`src/box_blur_3x3_edge_aware_defines.svh`:
```
// Assertion macros shared by the box blur RTL.
`ifndef BOX_BLUR_3X3_EDGE_AWARE_DEFINES_SVH
`define BOX_BLUR_3X3_EDGE_AWARE_DEFINES_SVH

// Property that must hold at every clock edge outside reset.
`define BB3_ASSERT(lbl, prop, msg) \
  lbl: assert property (@(posedge clk_i) disable iff (!rst_ni) (prop)) else $error(msg);

// Property whose consequent must hold in the clock cycle after the antecedent.
`define BB3_ASSERT_NEXT(lbl, ante, cons, msg) \
  lbl: assert property (@(posedge clk_i) disable iff (!rst_ni) (ante) |=> (cons)) \
    else $error(msg);

`endif

```
`src/bb3_pkg.sv`:
```
// Types, constants and helper functions of the 3x3 box blur.
package bb3_pkg;

  localparam int unsigned MAX_WIDTH  = 1024;
  localparam int unsigned MAX_HEIGHT = 4096;
  localparam int unsigned COL_W = (MAX_WIDTH > 1) ? $clog2(MAX_WIDTH) : 1;
  localparam int unsigned ROW_W = (MAX_HEIGHT > 1) ? $clog2(MAX_HEIGHT) : 1;

  // Configuration port.
  localparam int unsigned CFG_IDX_W    = 2;
  localparam int unsigned CFG_DATA_W   = 13;
  localparam int unsigned WIDTH_CFG_W  = 11;
  localparam int unsigned HEIGHT_CFG_W = 13;
  localparam logic [CFG_IDX_W-1:0] CFG_FRAME_WIDTH  = 2'd0;
  localparam logic [CFG_IDX_W-1:0] CFG_FRAME_HEIGHT = 2'd1;

  // Item modes.
  localparam logic MODE_PIXEL = 1'b0;
  localparam logic MODE_FLUSH = 1'b1;

  // Datapath sizes.
  localparam int unsigned CH_W        = 8;
  localparam int unsigned LANES       = 3;
  localparam int unsigned WIN         = 3;
  localparam int unsigned CELLS       = WIN * WIN;
  localparam int unsigned SUM_W       = 12;
  localparam int unsigned NUM_W       = SUM_W + 1;
  localparam int unsigned CNT_W       = 4;
  localparam int unsigned RECIP_W     = 18;
  localparam int unsigned RECIP_SHIFT = 18;
  localparam int unsigned PROD_W      = NUM_W + RECIP_W;
  localparam int unsigned LANE_LAT    = 2;

  // Result queue.
  localparam int unsigned FIFO_DEPTH = 4;
  localparam int unsigned FIFO_PTR_W = 2;
  localparam int unsigned FIFO_CNT_W = 3;

  typedef struct packed {
    logic            mode;
    logic [CH_W-1:0] in_red;
    logic [CH_W-1:0] in_green;
    logic [CH_W-1:0] in_blue;
  } in_t;

  typedef struct packed {
    logic [CH_W-1:0] out_red;
    logic [CH_W-1:0] out_green;
    logic [CH_W-1:0] out_blue;
    logic            frame_last;
  } out_t;

  typedef struct packed {
    logic [CH_W-1:0] red;
    logic [CH_W-1:0] green;
    logic [CH_W-1:0] blue;
  } pix_t;

  // One averaging job: bit i of rmask / cmask marks window row / column i as inside the frame.
  typedef struct packed {
    logic           valid;
    logic           last;
    logic [WIN-1:0] rmask;
    logic [WIN-1:0] cmask;
  } job_t;

  typedef struct packed {
    logic             rd_en;
    logic             wr_en;
    logic             sel;
    logic [COL_W-1:0] addr;
    pix_t             wdata;
  } line_req_t;

  function automatic logic [CNT_W-1:0] cell_count(logic [WIN-1:0] rm, logic [WIN-1:0] cm);
    logic [1:0] nr;
    logic [1:0] nc;
    nr = 2'(rm[0]) + 2'(rm[1]) + 2'(rm[2]);
    nc = 2'(cm[0]) + 2'(cm[1]) + 2'(cm[2]);
    return CNT_W'(nr) * CNT_W'(nc);
  endfunction

  // ceil(2^18 / (2*cnt)); exact floor division for every numerator the lanes produce.
  function automatic logic [RECIP_W-1:0] cell_recip(logic [CNT_W-1:0] cnt);
    logic [RECIP_W-1:0] m;
    case (cnt)
      4'd1:    m = 18'd131072;
      4'd2:    m = 18'd65536;
      4'd3:    m = 18'd43691;
      4'd4:    m = 18'd32768;
      4'd6:    m = 18'd21846;
      4'd9:    m = 18'd14564;
      default: m = '0;
    endcase
    return m;
  endfunction

endpackage

```
`src/bb3_merge.sv`:
```
// Joins the lane results with the frame-end flag and queues them for the output.
module bb3_merge
  import bb3_pkg::*;
(
  input  logic                       clk_i,
  input  logic                       rst_ni,
  input  job_t                       job_i,
  input  logic [LANES-1:0][CH_W-1:0] mean_i,
  input  logic                       out_stall_i,
  output logic                       out_valid_o,
  output out_t                       out_data_o,
  output logic                       pop_o
);

  `include "box_blur_3x3_edge_aware_defines.svh"

  logic [LANE_LAT-1:0]   vld_q;
  logic [LANE_LAT-1:0]   last_q;
  logic                  push;
  logic                  pop;
  out_t                  entry;
  out_t                  fifo_q [FIFO_DEPTH];
  logic [FIFO_PTR_W-1:0] wr_ptr_q;
  logic [FIFO_PTR_W-1:0] rd_ptr_q;
  logic [FIFO_CNT_W-1:0] count_q;

  // The flags travel alongside the lane pipeline.
  always_ff @(posedge clk_i or negedge rst_ni) begin
    if (!rst_ni) begin
      vld_q  <= '0;
      last_q <= '0;
    end else begin
      vld_q  <= {vld_q[LANE_LAT-2:0], job_i.valid};
      last_q <= {last_q[LANE_LAT-2:0], job_i.last};
    end
  end

  assign push = vld_q[LANE_LAT-1];
  assign pop  = out_valid_o && !out_stall_i;

  always_comb begin
    entry.out_red    = mean_i[0];
    entry.out_green  = mean_i[1];
    entry.out_blue   = mean_i[2];
    entry.frame_last = last_q[LANE_LAT-1];
  end

  always_ff @(posedge clk_i) begin
    if (push) begin
      fifo_q[wr_ptr_q] <= entry;
    end
  end

  always_ff @(posedge clk_i or negedge rst_ni) begin
    if (!rst_ni) begin
      wr_ptr_q <= '0;
      rd_ptr_q <= '0;
      count_q  <= '0;
    end else begin
      if (push) begin
        wr_ptr_q <= wr_ptr_q + FIFO_PTR_W'(1);
      end
      if (pop) begin
        rd_ptr_q <= rd_ptr_q + FIFO_PTR_W'(1);
      end
      count_q <= count_q + FIFO_CNT_W'(push) - FIFO_CNT_W'(pop);
    end
  end

  assign out_valid_o = (count_q != '0);
  assign out_data_o  = fifo_q[rd_ptr_q];
  assign pop_o       = pop;

  `BB3_ASSERT(a_queue_no_overflow, !push || pop || count_q != FIFO_CNT_W'(FIFO_DEPTH), "result queue overflow")

endmodule

```
`config.mk`:
```
export PLATFORM = sky130hd
export DESIGN_NAME = bb3_merge
export DESIGN_NICKNAME = d
export VERILOG_FILES = /design/src/bb3_pkg.sv /design/src/bb3_merge.sv
export VERILOG_INCLUDE_DIRS = /design/src /design/src/src
export SDC_FILE = /design/constraint.sdc
export NUM_CORES = 1
export LEC_CHECK = 0
export ABC_AREA = 1
export BUFFER_PORTS_ARGS = -buffer_cell sky130_fd_sc_hd__clkbuf_2
export CAP_MARGIN = 20
export CORE_UTILIZATION = 51
export CTS_CLUSTER_SIZE = 14
export DETAILED_ROUTE_END_ITERATION = 7
export PLACE_DENSITY = 0.75
export SLEW_MARGIN = 20
export SYNTH_ARGS = -nofsm -noshare
export SYNTH_HDL_FRONTEND = slang
export SYNTH_SLANG_ARGS = --single-unit
export TNS_END_PERCENT = 50
```
`constraint.sdc`:
```
create_clock -name clk_i -period 1.7 [get_ports clk_i]
set_input_delay 0.255 -clock clk_i [delete_from_list [all_inputs] [get_ports clk_i]]
set_output_delay 0.255 -clock clk_i [all_outputs]
set_load 0.05 [all_outputs]
```
Word level (Yosys, flattened, before mapping)
Memories as Yosys holds them, arrays and structs flattened.
Cells that the tools add are included.
{ "op_classes": {"addsub": 4, "n_reduce_logical": 3, "mux": 2} }
{ "op_table": {"columns": ["operator", "n"], "rows": [
  ["adder 2 x 1 -> 2 bit, second input constant", 2],
  ["adder 3 x 1 -> 3 bit", 1],
  ["nonzero test 3 bit", 1],
  ["subtractor 3 x 1 -> 3 bit", 1],
  ["2-to-1 mux 1 bit", 2],
  ["logical AND 1 bit", 1],
  ["zero test 1 bit", 1]
]} }
{ "totals": {"register_bits": 11, "inputBits": 35, "word_cells": 15, "out_inout_bits": 27, "ramBits": 100, "memories": 1} }
{ "memory_table": {"columns": ["name", "words", "word_bits", "rd", "rd_clocked_by_memory_dff", "write_ports", "line_no", "text"], "rows": [
  ["fifo_q", 4, 25, 1, 0, 1, "bb3_merge.sv:22", "out_t fifo_q [FIFO_DEPTH];"]
]} }

Longest topological paths before layout
{ "depth": {"depth_word": 3, "ltp_mapped": 11, "depth_no_buf": 11} }

Worst setup path before layout
OpenSTA, ideal clock, no wires.
{ "synth_path": {"kind": "register to register", "from": "register count_q[1]", "to": "register count_q[2]", "slack_ps": -837, "stages_incl_launch_ff": 12, "arrival_time_ps": 2420, "path_cell_list": "dfrtp_1 nor2_1 nand2_1 nand2_1 inv_1 ha_1 inv_1 ha_1 fa_1 xor2_1 nand2_1 nand2_1"} }
{ "synth_between": {"elab_chain_len": 3, "elab_cells_between_ends": 4, "cone_classes": "add/sub: 2; reduce/logical: 2"} }
{ "synth_rtl": {"columns": ["item", "line_no", "text"], "rows": [
  ["from (decl)", "bb3_merge.sv:25", "logic [FIFO_CNT_W-1:0] count_q;"],
  ["from (signal assigned)", "bb3_merge.sv:66", "count_q <= count_q + FIFO_CNT_W'(push) - FIFO_CNT_W'(pop);"],
  ["nonzero test 3 bit", "bb3_merge.sv:70", "assign out_valid_o = (count_q != '0);"],
  ["net out_valid_o", "bb3_merge.sv:10", "output logic out_valid_o,"],
  ["logical AND 1 bit", "bb3_merge.sv:39", "assign pop = out_valid_o && !out_stall_i;"],
  ["net pop_o", "bb3_merge.sv:12", "output logic pop_o"],
  ["subtractor 3 x 1 -> 3 bit", "bb3_merge.sv:66", null]
]} }
The timed path passes the listed nets, and every way through them passes these cells.
A chain may end at the register's enable or synchronous reset.

Final worst setup path
{ "layout_path": {"from": "register count_q[1]", "to": "register count_q[2]"} }
{ "layout_between": {"elab_chain_len": 3, "elab_cells_between_ends": 4, "cone_classes": "add/sub: 2; reduce/logical: 2"} }
{ "layout_rtl": {"columns": ["item", "line_no"], "rows": [
  ["parallel branches: the longest is 2 deep, another holds adder 3 x 1 -> 3 bit", null],
  ["subtractor 3 x 1 -> 3 bit (*)", "bb3_merge.sv:66"]
]} }
Mark *: on every way between the ends.

==> metrics.csv <==
metric,value,unit
status,finished with violations,
violations,setup timing,
fin_crit_sh,115.8,%
yosysTopAreaCell,edfxtp_1,
max_slew_margin,77.66,%
drtIter0Drc,124,
antenna_found_initial,0,
portBuffers,55,
remaining_drc_errors,0,
syn_inst,372,
wl_per_cell,16.60,µm
diodes,0,
fmax,508.2,MHz
wl_met1,3.509,mm
worst_pin_slew,0.3351,ns
highest_layer,met4,
clock_latency,0.37,ns
crit_type,reg2reg,
cts_buffers,9,
postLayoutCoreUtil,73.28,%
wl_met3,551,µm
synth_top_area_share,67.57,%
antenna_left,0,
critPathCaptureType,flop,
dp_hpwl,5.016,mm
start_util,53.29,%
p_leak,2.495,nW
io_pins,62,
hold_violations,0,
power.density,2082,nW/µm²
setup_slack,-0.2678,ns
crit_chain,nor2_2 > nand2_4 > nand2_4 > clkinvlp_4 > ha_4 > inv_2 > ha_4 > fa_2 > xor2_1 > nand2_1 > nand2_1,
clkSinkCount,111,
fin_nets,502,
cts.clk_slew.worst_paths,0.10,ns
crit_path_top_delay_cell,dfrtp_1,
pwr-share-clk,12.2,%
drv_cap,0,
synth_edf_count,100,
area_growth,37.53,%
cts-root-buf,clkbuf_8,
synth_cell_types,18,
core_area,8341,µm²
syn_area,4444,µm²
nFillCells,515,
via_per_inst,5.196,
p_seq_share,29.7,%
syn_avg_cell_area,11.95,µm²
yosys.cell_count.top_type,edfxtp_1,
max-vdd-ir-drop,0.001495,V
critPathMaxStageDelay,0.40,ns
rows,33,
cts_tree,done,
grt_max_degree,31,
route.met2.wl,5.266,mm
yosys-top-cells-area,"edfxtp_1 68%, nand2_1 7.6%, dfrtp_1 6.2%, nor2_1 4.4%, inv_1 3.2%",
fin_skew,0.01103,ns
required,1.97,ns
hold_class,in2reg,
clockBufferDepth,2,
critPathLaunchType,flop,
drt_first_pass_iters,5,
hold_ws,0.09017,ns
layout-drive-gt1-share,38.28,%
cp_max_fo,2,
synth-seq-area-share,73.76,%
finalCriticalPeriod,1.968,ns
grt_pass1_wl,14.56,mm
grt-ovfl-total,0,
die_w,95.35,µm
synth-seq-cells,111,
arrival,2.23,ns
synthArstFlopShare,9.910,%
yosysWarnings,0,
yosys-top-cells-count,"100 x edfxtp_1, 90 x nand2_1, 52 x nor2_1",
synth_top_flop_cell,edfxtp_1,
rsz0062_at_grt,true,
htreeDepth,3,
die_area,9092,µm²
slew_viol_final,0,
gp_congestion,0.7546,
p_sw_share,41.97,%
syn_nets,414,
setup_viol,28,
die_y,95.35,µm
grt_pass1_vias,2942,
grt_usage,22.51,%
num_vias,2962,
drt_wl_total,9.461,mm
switchingPower,5.341,mW
intPower,7.385,mW
combPwrFrac,58.0,%
-- per-layer routing --
metal  track usage [%]  vias up
li1                  -     1411
met1             25.10     1434
met2             41.25      104
met3             6.300       13
met4             7.197        0
met5                 0        -
-- power by group through the flow --
stage / sequential (mW) / clock [mW] / combinational (mW)
after floorplan: 3.76 / 0 / 3.49
after detailed placement: 3.79 / 0 / 4.91
after global placement: 3.77 / 0 / 4.80
final: 3.79 / 1.56 / 7.39
after CTS: 3.75 / 1.57 / 6.75
after global routing: 3.83 / 1.67 / 7.86
-- cell usage in the layout, fill, tap and decap left out, drive strengths merged --
cell           n
xnor2          1
dlygate4sd3    3
dfrtp         11
buf           59
ha             6
edfxtp       100
nand3          2
nor2          52
inv           40
clkinvlp       1
xor2           2
fa             1
nand2         90
bufinv         1
o21ai         51
clkbuf        40
clkinv         5
-- state kept, by name (all words and copies together), names as in the netlist --
name / count
fifo_q: 100
count_q: 3
last_q: 2
rd_ptr_q: 2
vld_q: 2
wr_ptr_q: 2
-- through the flow --
| stage | std cells | TNS [ns] | total power, mW | worst slack, ns | area, µm² |
|---|---|---|---|---|---|
| after global placement | 538 | -0.2962 | 8.572 | -0.2188 | 5065 |
| after floorplan | 372 | -1.120 | 7.247 | -0.5836 | 4481 |
| after detailed placement | 538 | -0.4024 | 8.703 | -0.2715 | 5065 |
| after global routing | 570 | -6.335 | 13.36 | -0.3521 | 6112 |
| after CTS | 569 | -4.241 | 12.08 | -0.2492 | 5917 |
| final | 570 | -4.296 | 12.73 | -0.2678 | 6112 |
-- path summary, 6_finish.rpt --
path	startpoint	to	slack (ns)	cells after the start
worst max-delay path	count_q[1]	count_q[2]	-0.27	11
worst min-delay path	mean_i[15]	fifo_q[2][16]	0.09	1
worst max register to register	count_q[1]	count_q[2]	-0.27	11
worst min register to register	vld_q[0]	vld_q[1]	0.36	0
max in group asynchronous	rst_ni	rd_ptr_q[0]	1.15	2
min in group asynchronous	rst_ni	vld_q[1]	0.30	2
-- timing repair --
| action | CTS | global route |
|---|---|---|
| buffers inserted | 4 | 0 |
| hold buffers | 3 | 0 |
| endpoints found under the hold margin | 13 | 0 |
| endpoints found under the setup margin | 28 | 28 |
| pin swaps | 29 | 27 |
| gates resized for setup | 122 | 68 |
| gates cloned | 8 | 2 |
-- critical path: cells and delay by family (launching register included) --
family                     cells  cell delay (ns)
and+or+nand+nor                5             0.38
adders and majority gates      3             0.77
DFF                            1             0.40
buffers and inverters          2             0.14
xor gates and xnor gates       1             0.15
-- kinds of logic (layout without fill, tap and decap cells) --
group / Yosys count / count (layout) / synth area share, %
XOR/XNOR: 3 / 3 / 0.5913
adder cells (fa/ha/maj): 7 / 7 / 2.140
buffers and inverters: 56 / 149 / 5.546
AO/OA/AOI/OAI: 51 / 51 / 5.743
flip-flops: 111 / 111 / 73.76
AND/OR/NAND/NOR: 144 / 144 / 12.22
-- final cells by class --
type,count,area (µm²),area share [%]
clock inverter,7,70.07,1.146
sequential,111,3279,53.65
inverter,40,155.1,2.538
timing repair buffer,93,1114,18.22
multi-input combinational,205,1239,20.27
tap,105,131.4,2.149
clock buffer,9,123.9,2.027
Note: power is estimated with default switching activity, not from simulation.
