**src/box_blur_3x3_edge_aware_defines.svh**
```systemverilog
// Assertion macros shared by the box blur RTL.
`ifndef BOX_BLUR_3X3_EDGE_AWARE_DEFINES_SVH
`define BOX_BLUR_3X3_EDGE_AWARE_DEFINES_SVH

// Property that must hold at every clock edge outside reset.
`define BB3_ASSERT(lbl, prop, msg) \
  lbl: assert property (@(posedge clk_i) disable iff (!rst_ni) (prop)) else $error(msg);

// Property whose consequent must hold in the clock cycle after the antecedent.
`define BB3_ASSERT_NEXT(lbl, ante, cons, msg) \
  lbl: assert property (@(posedge clk_i) disable iff (!rst_ni) (ante) |=> (cons)) \
    else $error(msg);

`endif

```
**src/bb3_pkg.sv**
```systemverilog
// Types, constants and helper functions of the 3x3 box blur.
package bb3_pkg;

  localparam int unsigned MAX_WIDTH  = 1024;
  localparam int unsigned MAX_HEIGHT = 4096;
  localparam int unsigned COL_W = (MAX_WIDTH > 1) ? $clog2(MAX_WIDTH) : 1;
  localparam int unsigned ROW_W = (MAX_HEIGHT > 1) ? $clog2(MAX_HEIGHT) : 1;

  // Configuration port.
  localparam int unsigned CFG_IDX_W    = 2;
  localparam int unsigned CFG_DATA_W   = 13;
  localparam int unsigned WIDTH_CFG_W  = 11;
  localparam int unsigned HEIGHT_CFG_W = 13;
  localparam logic [CFG_IDX_W-1:0] CFG_FRAME_WIDTH  = 2'd0;
  localparam logic [CFG_IDX_W-1:0] CFG_FRAME_HEIGHT = 2'd1;

  // Item modes.
  localparam logic MODE_PIXEL = 1'b0;
  localparam logic MODE_FLUSH = 1'b1;

  // Datapath sizes.
  localparam int unsigned CH_W        = 8;
  localparam int unsigned LANES       = 3;
  localparam int unsigned WIN         = 3;
  localparam int unsigned CELLS       = WIN * WIN;
  localparam int unsigned SUM_W       = 12;
  localparam int unsigned NUM_W       = SUM_W + 1;
  localparam int unsigned CNT_W       = 4;
  localparam int unsigned RECIP_W     = 18;
  localparam int unsigned RECIP_SHIFT = 18;
  localparam int unsigned PROD_W      = NUM_W + RECIP_W;
  localparam int unsigned LANE_LAT    = 2;

  // Result queue.
  localparam int unsigned FIFO_DEPTH = 4;
  localparam int unsigned FIFO_PTR_W = 2;
  localparam int unsigned FIFO_CNT_W = 3;

  typedef struct packed {
    logic            mode;
    logic [CH_W-1:0] in_red;
    logic [CH_W-1:0] in_green;
    logic [CH_W-1:0] in_blue;
  } in_t;

  typedef struct packed {
    logic [CH_W-1:0] out_red;
    logic [CH_W-1:0] out_green;
    logic [CH_W-1:0] out_blue;
    logic            frame_last;
  } out_t;

  typedef struct packed {
    logic [CH_W-1:0] red;
    logic [CH_W-1:0] green;
    logic [CH_W-1:0] blue;
  } pix_t;

  // One averaging job: bit i of rmask / cmask marks window row / column i as inside the frame.
  typedef struct packed {
    logic           valid;
    logic           last;
    logic [WIN-1:0] rmask;
    logic [WIN-1:0] cmask;
  } job_t;

  typedef struct packed {
    logic             rd_en;
    logic             wr_en;
    logic             sel;
    logic [COL_W-1:0] addr;
    pix_t             wdata;
  } line_req_t;

  function automatic logic [CNT_W-1:0] cell_count(logic [WIN-1:0] rm, logic [WIN-1:0] cm);
    logic [1:0] nr;
    logic [1:0] nc;
    nr = 2'(rm[0]) + 2'(rm[1]) + 2'(rm[2]);
    nc = 2'(cm[0]) + 2'(cm[1]) + 2'(cm[2]);
    return CNT_W'(nr) * CNT_W'(nc);
  endfunction

  // ceil(2^18 / (2*cnt)); exact floor division for every numerator the lanes produce.
  function automatic logic [RECIP_W-1:0] cell_recip(logic [CNT_W-1:0] cnt);
    logic [RECIP_W-1:0] m;
    case (cnt)
      4'd1:    m = 18'd131072;
      4'd2:    m = 18'd65536;
      4'd3:    m = 18'd43691;
      4'd4:    m = 18'd32768;
      4'd6:    m = 18'd21846;
      4'd9:    m = 18'd14564;
      default: m = '0;
    endcase
    return m;
  endfunction

endpackage

```
**src/bb3_lane.sv**
```systemverilog
// One color lane: masked 3x3 sum, then rounded mean by reciprocal multiply.
module bb3_lane
  import bb3_pkg::*;
(
  input  logic                       clk_i,
  input  logic                       rst_ni,
  input  job_t                       job_i,
  input  logic [CELLS-1:0][CH_W-1:0] cells_i,
  output logic [CH_W-1:0]            mean_o
);

  logic [SUM_W-1:0]  sum;
  logic [CNT_W-1:0]  cnt;
  logic [NUM_W-1:0]  num_d;
  logic [NUM_W-1:0]  num_q;
  logic [CNT_W-1:0]  cnt_q;
  logic              valid_q;
  logic [PROD_W-1:0] prod_d;
  logic [PROD_W-1:0] prod_q;

  always_comb begin
    sum = '0;
    for (int i = 0; i < WIN; i++) begin
      for (int j = 0; j < WIN; j++) begin
        if (job_i.rmask[i] && job_i.cmask[j]) begin
          sum = sum + SUM_W'(cells_i[i*WIN+j]);
        end
      end
    end
    cnt   = cell_count(job_i.rmask, job_i.cmask);
    // Rounding half up: (2*sum + cnt) / (2*cnt).
    num_d = {sum, 1'b0} + NUM_W'(cnt);
  end

  assign prod_d = PROD_W'(num_q) * PROD_W'(cell_recip(cnt_q));

  always_ff @(posedge clk_i or negedge rst_ni) begin
    if (!rst_ni) begin
      valid_q <= 1'b0;
    end else begin
      valid_q <= job_i.valid;
    end
  end

  always_ff @(posedge clk_i) begin
    if (job_i.valid) begin
      num_q <= num_d;
      cnt_q <= cnt;
    end
    if (valid_q) begin
      prod_q <= prod_d;
    end
  end

  assign mean_o = prod_q[RECIP_SHIFT +: CH_W];

endmodule

```
**config.mk**
```make
export PLATFORM = sky130hd
export DESIGN_NAME = bb3_lane
export DESIGN_NICKNAME = d
export VERILOG_FILES = /design/src/box_blur_3x3_edge_aware_defines.svh /design/src/bb3_pkg.sv /design/src/bb3_lane.sv
export SDC_FILE = /design/constraint.sdc
export NUM_CORES = 1
export LEC_CHECK = 0
export ABC_AREA = 1
export CORE_ASPECT_RATIO = 0.7
export CORE_MARGIN = 5
export CORE_UTILIZATION = 35
export CTS_BUF_LIST = sky130_fd_sc_hd__clkbuf_4
export CTS_CLUSTER_DIAMETER = 200
export DETAILED_ROUTE_END_ITERATION = 7
export DONT_BUFFER_PORTS = 1
export PLACE_DENSITY_LB_ADDON = 0.25
export SLEW_MARGIN = 0
export SYNTH_ARGS = -nofsm -noshare
export SYNTH_HDL_FRONTEND = slang
export SYNTH_SLANG_ARGS = --single-unit
```
**constraint.sdc**
```tcl
create_clock -name clk_i -period 13.36 [get_ports clk_i]
set_clock_uncertainty 0.05 [all_clocks]
set_input_delay 0 -clock clk_i [delete_from_list [all_inputs] [get_ports clk_i]]
set_output_delay 0 -clock clk_i [all_outputs]
set_load 0.01 [all_outputs]
```
# ---- Yosys cells after proc, flatten, opt, wreduce, memory -nomap -nowiden
# Cells that the tools add are included.
dict set report word_totals {
  reg_bits 44
  in_bits 82
  output_inout_bits 8
  wordCells 44
}
dict set report op_classes {
  addsub 13
  mul 2
  n_eq_ne 6
  n_mux 10
  n_reduce_logical 9
}
# operator n
set op_table {}
lappend op_table {{18-bit case mux with 6 select lines} 1}
lappend op_table {{12-bit by 8-bit adder with 12-bit output} 8}
lappend op_table {{12-bit two-way mux} 8}
lappend op_table {{13-bit by 18-bit multiplier with 26-bit output} 1}
lappend op_table {{13-bit by 4-bit adder with 13-bit output} 1}
lappend op_table {{1-bit logical AND} 9}
lappend op_table {{4-bit by 2-bit equality test with 1-bit output, second input constant} 2}
lappend op_table {{4-bit by 3-bit equality test with 1-bit output, second input constant} 2}
lappend op_table {{8-bit two-way mux} 1}
lappend op_table {{1-bit by 1-bit adder with 2-bit output} 2}
lappend op_table {{2-bit by 1-bit adder with 2-bit output} 2}
lappend op_table {{4-bit by 1-bit equality test with 1-bit output, second input constant} 1}
lappend op_table {{4-bit equality test, second input constant} 1}
lappend op_table {{2-bit by 2-bit multiplier with 4-bit output} 1}

# ---- Depth between registers and ports, before layout
# Gate-level depths: netlist of the first run.
dict set report depth {
  ltp_word 19
  ltp_mapped 70
  ltp_nobuf 70
}

# ---- Worst setup path after synthesis of the first run
# OpenSTA, ideal clock, no wires.
dict set report synth_path {
  path_type {input to register}
  from {in job_i[3] (netlist name)}
  to {reg num_q[12], data pin}
  setup_ns 0.249
  arrival_time_ns 7.891
  t_required_ns 13.061
  path_slack_ns 5.170
  cell_stages 56
  path_buffers 0
  path_cell_list {nand2_1 nor2_1 ha_1 inv_1 fa_1 o21ai_1 fa_1 inv_1 o21ai_1 inv_1 fa_1 o21ai_2 inv_1 fa_1 or2_2 o21ai_2 xnor2_1 nand2_1 (+20 left out) ha_1 inv_1 nor2_1 nor2_1 o21bai_1 nand2_1 inv_1 o21ai_0 nor2_2 inv_1 nand2_1 nand2_2 inv_1 nand3_1 nor2_1 nand2_1 nand2_1 inv_1}
}
dict set report synth_via {
  elab_chain_len 19
  elab_cells_between_ends 24
  cone_classes {add/sub: 11; mul: 1; mux: 9; reduce/logical: 3}
}
# item line
set synth_lines {}
lappend synth_lines {{start: declaration} bb3_lane.sv:7} ;# input job_t job_i,
lappend synth_lines {{1-bit logical AND} bb3_lane.sv:25} ;# if (job_i.rmask[i] && job_i.cmask[j]) begin
lappend synth_lines {{8-bit two-way mux} bb3_lane.sv:25}
lappend synth_lines {{12-bit by 8-bit adder with 12-bit output} bb3_lane.sv:26} ;# sum = sum + SUM_W'(cells_i[i*WIN+j]);
lappend synth_lines {{12-bit two-way mux} bb3_lane.sv:25}
lappend synth_lines {{12-bit by 8-bit adder with 12-bit output} bb3_lane.sv:26}
lappend synth_lines {{12-bit two-way mux} bb3_lane.sv:25}
lappend synth_lines {{12-bit by 8-bit adder with 12-bit output} bb3_lane.sv:26}
lappend synth_lines {{12-bit two-way mux} bb3_lane.sv:25}
lappend synth_lines {{(+4 left out)} n/a}
lappend synth_lines {{12-bit by 8-bit adder with 12-bit output} bb3_lane.sv:26}
lappend synth_lines {{12-bit two-way mux} bb3_lane.sv:25}
lappend synth_lines {{12-bit by 8-bit adder with 12-bit output} bb3_lane.sv:26}
lappend synth_lines {{12-bit two-way mux} bb3_lane.sv:25}
lappend synth_lines {{12-bit by 8-bit adder with 12-bit output} bb3_lane.sv:26}
lappend synth_lines {{12-bit two-way mux} bb3_lane.sv:25}
lappend synth_lines {{13-bit by 4-bit adder with 13-bit output *} bb3_lane.sv:32} ;# num_d = {sum, 1'b0} + NUM_W'(cnt);
lappend synth_lines {{named net num_d[12]} bb3_lane.sv:14} ;# logic [NUM_W-1:0] num_d;
lappend synth_lines {{end signal: assignment} bb3_lane.sv:47} ;# num_q <= num_d;
lappend synth_lines {{end: declaration} bb3_lane.sv:15} ;# logic [NUM_W-1:0] num_q;
# Mark *: on every way through the listed nets, which the timed path passes. The rest lies on a longest branch.
# A chain may end at the register's enable or synchronous reset.

# ---- Worst setup path in the final report of the first run
# Same ends and word-level chain as after synthesis.

==> flow_metrics.env, run 1 <==
export IMPL_outcome="complete, no violations"
export IMPL_min_to="cnt_q[1]$_DFFE_PP_"
export IMPL_die_area_um2=33880
export IMPL_p_switching_uw=628.5
export IMPL_reg2reg_slack_ps=6340
export IMPL_cp_start_kind="input pin"
export IMPL_worst_ep_required_time_ps=13450
export IMPL_finalWorstSetupSlack_ps=4549
export IMPL_critical_path_class="input pin to flop"
export IMPL_cts_max_path_buffers=2
export IMPL_io_buffers=0
export IMPL_leakagePower_nw=6.061
export IMPL_yosys_warnings=0
export IMPL_cp_slowest_stage_delay_ps=520
export IMPL_htree_levels=1
export IMPL_hold_buffers=6
export IMPL_core_rowCount=53
export IMPL_cts_inserted_buffers=3
export IMPL_syn_area_um2=10590
export IMPL_first_pass_iters=5
export IMPL_gr_total_overflow=0
export IMPL_fp_dieH_um=155.5
export IMPL_antenna_found_initial=1
export IMPL_critPathMaxFanout=7
export IMPL_synth_main_ff_cell="edfxtp_1"
export IMPL_clk_latency_ps=350
export IMPL_min_path_cells=4
export IMPL_synth_cell_types=44
export IMPL_period_share=0.6595
export IMPL_dpl_worst_slack_ps=4180
export IMPL_wire_per_inst_um=14.75
export IMPL_core_um2=29910
export IMPL_drv_cap=0
export IMPL_synth_edf_count=24
export IMPL_worst_path_buf_inv=14
export IMPL_final_nets=1824
export IMPL_mostFrequentLayoutCell="inv_1"
export IMPL_end_kind="flop"
export IMPL_grt_pass1_wl_um=45040
export IMPL_ios=90
export IMPL_grt_util_all_layers=0.1653
export IMPL_fin_crit_ps=8811
export IMPL_powerDensity_nw_per_um2=100.1
export IMPL_cts_root_buf="clkbuf_4"
export IMPL_rsz0062_at_grt="false"
export IMPL_p_seq_frac=0.131
export IMPL_fillCellCount=3188
export IMPL_holdWs_ps=97.50
export IMPL_dp_hpwl_um=25240
export IMPL_synth_seq_cells=25
export IMPL_r2r_cells=26
export IMPL_die_w_um=217.9
export IMPL_ant_nets=0
export IMPL_layout_drive_gt1_share=0.04452
export IMPL_slew_headroom=0.3846
export IMPL_cp_arrival_ps=8900
export IMPL_p_sw_frac=0.5616
export IMPL_post_cts_setup_buffer_count=0
export IMPL_first_global_vias=8650
export IMPL_synth_seq_area_share=0.07044
export IMPL_hold_path_class="input pin to flop"
export IMPL_hp_start="job_i[1]"
export IMPL_synth_area_leaders="fa_1 30%, ha_1 14%, inv_1 13%"
export IMPL_cts_sinks=25
export IMPL_clkPwrFrac=0.035
export IMPL_r2r_end="prod_q[25]$_DFFE_PP_"
export IMPL_cp_common_cell="inv_1"
export IMPL_intPower_uw=490.7
export IMPL_finalMaxSlewViolations=0
export IMPL_grt_max_degree=18
export IMPL_drt_wl_total_um=27620
export IMPL_synth_avg_cell_area_um2=7.276
export IMPL_drc_errors=0
export IMPL_start_util=0.3540
export IMPL_via_per_inst=4.696
export IMPL_synth_cells=1455
export IMPL_synth_top_area_frac=0.3026
export IMPL_drtIter0Drc=558
export IMPL_clkTransAtPathRegs_ps=160
export IMPL_hold_viol_final=0
export IMPL_gp_congestion=0.9399
export IMPL_synth_top_area_cell="fa_1"
export IMPL_cts_repair_resized=0
export IMPL_tightestPinTransition_ps=920.0
export IMPL_syn2layout_area_growth_pct=5.590
export IMPL_synthArstFlopShare=0.04000
export IMPL_n_antenna_cell=0
export IMPL_cp_top_family="simple AND/OR/NAND/NOR gates"
export IMPL_critical_path_slowest_cell="fa_1"
export IMPL_setup_viol_count_final=0
export IMPL_vias=8790
export IMPL_vdd_ir_drop_max_v=0.00005328
export IMPL_fmax_ghz=0.1135
export IMPL_pwr_share_comb=0.834
export IMPL_final_cell_mix="357 x inv_1, 303 x nand2_1, 160 x fa_1"
export IMPL_tns_ps=0
export IMPL_cts_tree="built"
export IMPL_r2r_start="cnt_q[1]$_DFFE_PP_"
## cell type report
type                       instances  area, um^2  area share
multi-input combinational       1063        8463      0.7571
inverter                         361        1355      0.1212
sequential                        25       745.7     0.06671
tap                              412       515.5     0.04612
timing repair buffer               7       67.56    0.006044
clock buffer                       3       22.52    0.002015
clock inverter                     1       8.758   0.0007835
## cells by family after synthesis
| logic type | count (synthesis) | share of synthesized area |
|---|---|---|
| adder cells (fa/ha/maj) | 281 | 0.4456 |
| flip-flops | 25 | 0.07044 |
| AND/OR/NAND/NOR | 602 | 0.2469 |
| AO/OA/AOI/OAI | 138 | 0.07410 |
| buffers and inverters | 369 | 0.1308 |
| other | 2 | 0.0007094 |
| XOR/XNOR | 38 | 0.03144 |
## synth_stat cells (2+ instances only)
cell      instances
inv_1           357
nand2_1         303
fa_1            160
nor2_1          136
ha_1            121
nand3_1          75
a21oi_1          62
o21ai_0          34
xor2_1           27
nand2_2          25
edfxtp_1         24
nand4_1          16
or2_2            15
xnor2_1          11
nand3_2           9
nor3_1            8
a31oi_1           7
o21ai_1           7
nand3b_1          5
and2_1            4
buf_1             4
clkbuf_1          4
o211ai_1          4
o21ai_2           4
o21bai_1          4
clkinv_1          3
nor2_2            3
a211oi_1          2
a21boi_0          2
a21o_1            2
conb_1            2
nand2_4           2
o21a_1            2
## state kept, by name, summed over array words and instances, names as in the netlist
| signal | count |
|---|---|
| valid_q | 1 |
| cnt_q | 3 |
| prod_q | 8 |
| num_q | 13 |
## per-layer routing
metal / global-route usage / wire length, um / vias to the layer above
li1: - / - / 4473
met1: 0.2686 / 14730 / 4067
met2: 0.2282 / 10370 / 240
met3: 0.04260 / 2431 / 8
met4: 0.008966 / 85 / 2
met5: 0 / 13 / -
## stage by stage
step	cell area [um^2]	total power, mW	std cells	util
after global routing	11180	1.284	1872	0.3738
after CTS	11180	1.125	1872	0.3738
after detailed placement	11090	1.074	1862	0.3707
final	11180	1.119	1872	0.3738
after floorplan	10590	0.8640	1457	-
after global placement	11090	1.066	1862	0.3707
## power groups by stage
| stage | combinational [mW] | clock [mW] | sequential (mW) |
|---|---|---|---|
| finish | 0.933 | 0.0392 | 0.147 |
| global route | 1.09 | 0.0439 | 0.150 |
| CTS | 0.937 | 0.0415 | 0.146 |
| detailed placement | 0.925 | 0 | 0.148 |
| floorplan | 0.723 | 0 | 0.141 |
| global placement | 0.917 | 0 | 0.148 |
## worst max-delay path by stage
stage                     depth (start not counted)             endpoint     start
final                                            57  num_q[12]$_DFFE_PP_  job_i[3]
after global routing                             65  num_q[12]$_DFFE_PP_  job_i[3]
after CTS                                        56  num_q[12]$_DFFE_PP_  job_i[3]
after detailed placement                         56  num_q[12]$_DFFE_PP_  job_i[3]
after global placement                           63  num_q[12]$_DFFE_PP_  job_i[3]
after floorplan                                  56  num_q[12]$_DFFE_PP_  job_i[3]
## worst reg2reg max path: stages, from the launching register on
cell and delay (ps):
edfxtp_1 440, inv_1 90, nor2_1 50, nand2_1 320
inv_1 230, nor2_1 740, inv_1 180, nand2_1 180
fa_1 490, fa_1 520, inv_1 80, fa_1 540
inv_1 50, fa_1 520, inv_1 50, fa_1 470
ha_1 340, a21oi_1 210, o21ai_0 120, a221o_1 420
nand3_1 90, nand2_1 100, nand2_1 80, nand2_1 100
nand3_1 90, nand2_1 70, xor2_1 140
No activity file was read; power rests on OpenSTA's default activity.
==> run 2, diff against run 1 <==
==> constraint.sdc (replaced) <==
create_clock -name clk_i -period 7.3 [get_ports clk_i]
set_clock_uncertainty 0.05 [all_clocks]
set_input_delay 0 -clock clk_i [delete_from_list [all_inputs] [get_ports clk_i]]
set_output_delay 0 -clock clk_i [all_outputs]
set_load 0.01 [all_outputs]
==> run 2 against run 1 <==
Against the previous run: the run now ends with negative setup slack left; die area did not move; wire length grew 13%; total power is 130% higher; highest routed layer unchanged; non-clock buffer count increased by 208; combinational power rose by 130%; largest power group unchanged; critical path depth down 3; count of clock-buffer cells in the layout did not move; global-route usage rose by 2.1 points; utilization increased by 8.2 points.
==> flow_metrics.env, run 2 (synthesized netlist as in run 1, its figures left out) <==
export IMPL_drc_errors=0
export IMPL_finalMaxSlewViolations=0
export IMPL_die_w_um=217.9
export IMPL_grt_max_degree=18
export IMPL_powerDensity_nw_per_um2=185.7
export IMPL_crit_cells=54
export IMPL_tightestPinTransition_ps=890.3
export IMPL_period_share=1.042
export IMPL_grt_pass1_wl_um=50730
export IMPL_p_sw_frac=0.5162
export IMPL_layout_drive_gt1_share=0.2590
export IMPL_first_pass_iters=5
export IMPL_fin_util=0.4558
export IMPL_cp_endpoint="num_q[10]$_DFFE_PP_"
export IMPL_drv_cap=0
export IMPL_reg2reg_slack_ps=950
export IMPL_cp_top_family="adder cells"
export IMPL_critPathMaxFanout=7
export IMPL_grt_util_all_layers=0.1861
export IMPL_cts_max_path_buffers=2
export IMPL_p_switching_mw=1.307
export IMPL_vias=9696
export IMPL_hold_viol_final=0
export IMPL_first_global_vias=9833
export IMPL_setup_viol_count_final=7
export IMPL_drtIter0Drc=522
export IMPL_intPower_mw=1.225
export IMPL_pwr_share_comb=0.865
export IMPL_outcome="finished with violations"
export IMPL_worst_ep_required_time_ps=7380
export IMPL_clkTransAtPathRegs_ps=170
export IMPL_reg_top3="num_q (13), prod_q (8), cnt_q (3)"
export IMPL_largest_register_ffs=13
export IMPL_cts_root_buf="clkbuf_4"
export IMPL_io_buffers=0
export IMPL_critical_path_startpoint="job_i[3]"
export IMPL_fmax_ghz=0.1315
export IMPL_hold_path_class="input pin to flop"
export IMPL_violations="negative setup slack"
export IMPL_cp_slowest_stage_delay_ps=570
export IMPL_worst_path_buf_inv=11
export IMPL_clkPwrFrac=0.029
export IMPL_n_antenna_cell=0
export IMPL_p_seq_frac=0.106
export IMPL_drt_wl_total_um=31110
export IMPL_rsz0062_at_grt="true"
export IMPL_slew_headroom=0.4045
export IMPL_cts_tree="built"
export IMPL_r2r_cells=26
export IMPL_cts_sinks=25
export IMPL_core_rowCount=53
export IMPL_fp_dieH_um=155.5
export IMPL_gp_congestion=0.9764
export IMPL_cp_common_cell="nor2_1"
export IMPL_gr_total_overflow=0
export IMPL_mostFrequentLayoutCell="inv_1"
export IMPL_htree_levels=1
export IMPL_ios=90
export IMPL_r2r_start="cnt_q[1]$_DFFE_PP_"
export IMPL_wire_per_inst_um=14.96
export IMPL_cts_inserted_buffers=3
export IMPL_final_cell_mix="334 x inv_1, 274 x nand2_1, 207 x buf_4"
export IMPL_critical_path_class="input pin to flop"
export IMPL_tns_ps=-1468
export IMPL_end_kind="flop"
export IMPL_cp_start_kind="input pin"
export IMPL_leakagePower_nw=7.085
export IMPL_clk_latency_ps=360
export IMPL_antenna_found_initial=0
export IMPL_largest_register="num_q"
export IMPL_finalWorstSetupSlack_ps=-307.3
export IMPL_critical_path_slowest_cell="fa_2"
export IMPL_cp_arrival_ps=7680
export IMPL_dp_hpwl_um=27370
export IMPL_die_area_um2=33880
export IMPL_final_nets=2032
export IMPL_r2r_end="prod_q[25]$_DFFE_PP_"
export IMPL_core_um2=29910
export IMPL_vdd_ir_drop_max_v=0.0001062
export IMPL_ant_nets=0
export IMPL_start_util=0.3540
export IMPL_fin_crit_ps=7607
export IMPL_syn2layout_area_growth_pct=28.77
export IMPL_via_per_inst=4.662
==> run 2: cell count changes in the layout (fill, tap and decap cells not counted), sizes merged <==
cell,delta
buf,+208
clkinv,+1
clkinvlp,+1
inv,-2
==> run 2: power groups by stage <==
stage               Sequential (mW)  Combinational (mW)  Clock, mW
floorplan                     0.258                1.38          0
global placement              0.272                1.92          0
detailed placement            0.271                1.94          0
CTS                           0.268                2.10     0.0749
global route                  0.274                2.53     0.0794
finish                        0.269                2.19     0.0730
==> run 2: area by class of cell <==
class	count	area (um^2)
inverter	361	1366
multi-input combinational	1063	9340
clock buffer	3	22.52
tap	412	515.5
clock inverter	1	5.005
timing repair buffer	215	1637
sequential	25	745.7
fill	3012	16280
==> run 2: timing repair <==
| item | CTS | global route |
|---|---|---|
| pin swaps | 41 | 61 |
| resized for setup | 63 | 76 |
| endpoints found under the hold margin | 19 | 0 |
| endpoints found under the setup margin | 7 | 9 |
| hold buffers | 6 | 0 |
| cloned | 0 | 0 |
| buffers inserted | 42 | 17 |
==> run 2: worst min-delay path by stage <==
stage / cells after the start / from / end / slack, ps
after global placement: 0 / rst_ni / valid_q$_DFF_PN0_ / -350
final: 4 / job_i[4] / cnt_q[1]$_DFFE_PP_ / 100
after detailed placement: 0 / rst_ni / valid_q$_DFF_PN0_ / -350
after global routing: 4 / job_i[2] / cnt_q[1]$_DFFE_PP_ / 160
after CTS: 4 / job_i[4] / cnt_q[1]$_DFFE_PP_ / 110
after floorplan: 0 / rst_ni / valid_q$_DFF_PN0_ / -350
==> run 2: per-layer routing <==
metal,global-route usage,wire (um),part of all wire,vias up
met5,0.01528,72,0.0023,-
met4,0.01195,193,0.0062,2
met3,0.05057,2521,0.081,16
met2,0.2649,12170,0.39,245
met1,0.2923,16150,0.52,4544
li1,-,-,-,4889
==> run 2: worst min-delay path: stages <==
cell and delay [ps]:
fa_1 160, nand2_1 60, inv_1 50, ha_1 150
==> run 2: stage by stage <==
step	hold slack [ps]	instance area (um^2)	instances	power [mW]	setup slack, ps
global placement	-345.6	12540	2016	2.191	-850.3
global route	155.3	13630	2080	2.882	-869.5
finish	101.8	13630	2080	2.532	-307.3
floorplan	-345.6	10890	1457	1.634	-96.88
detailed placement	-345.6	12540	2016	2.216	-913.5
CTS	109.4	13190	2067	2.438	-206.0
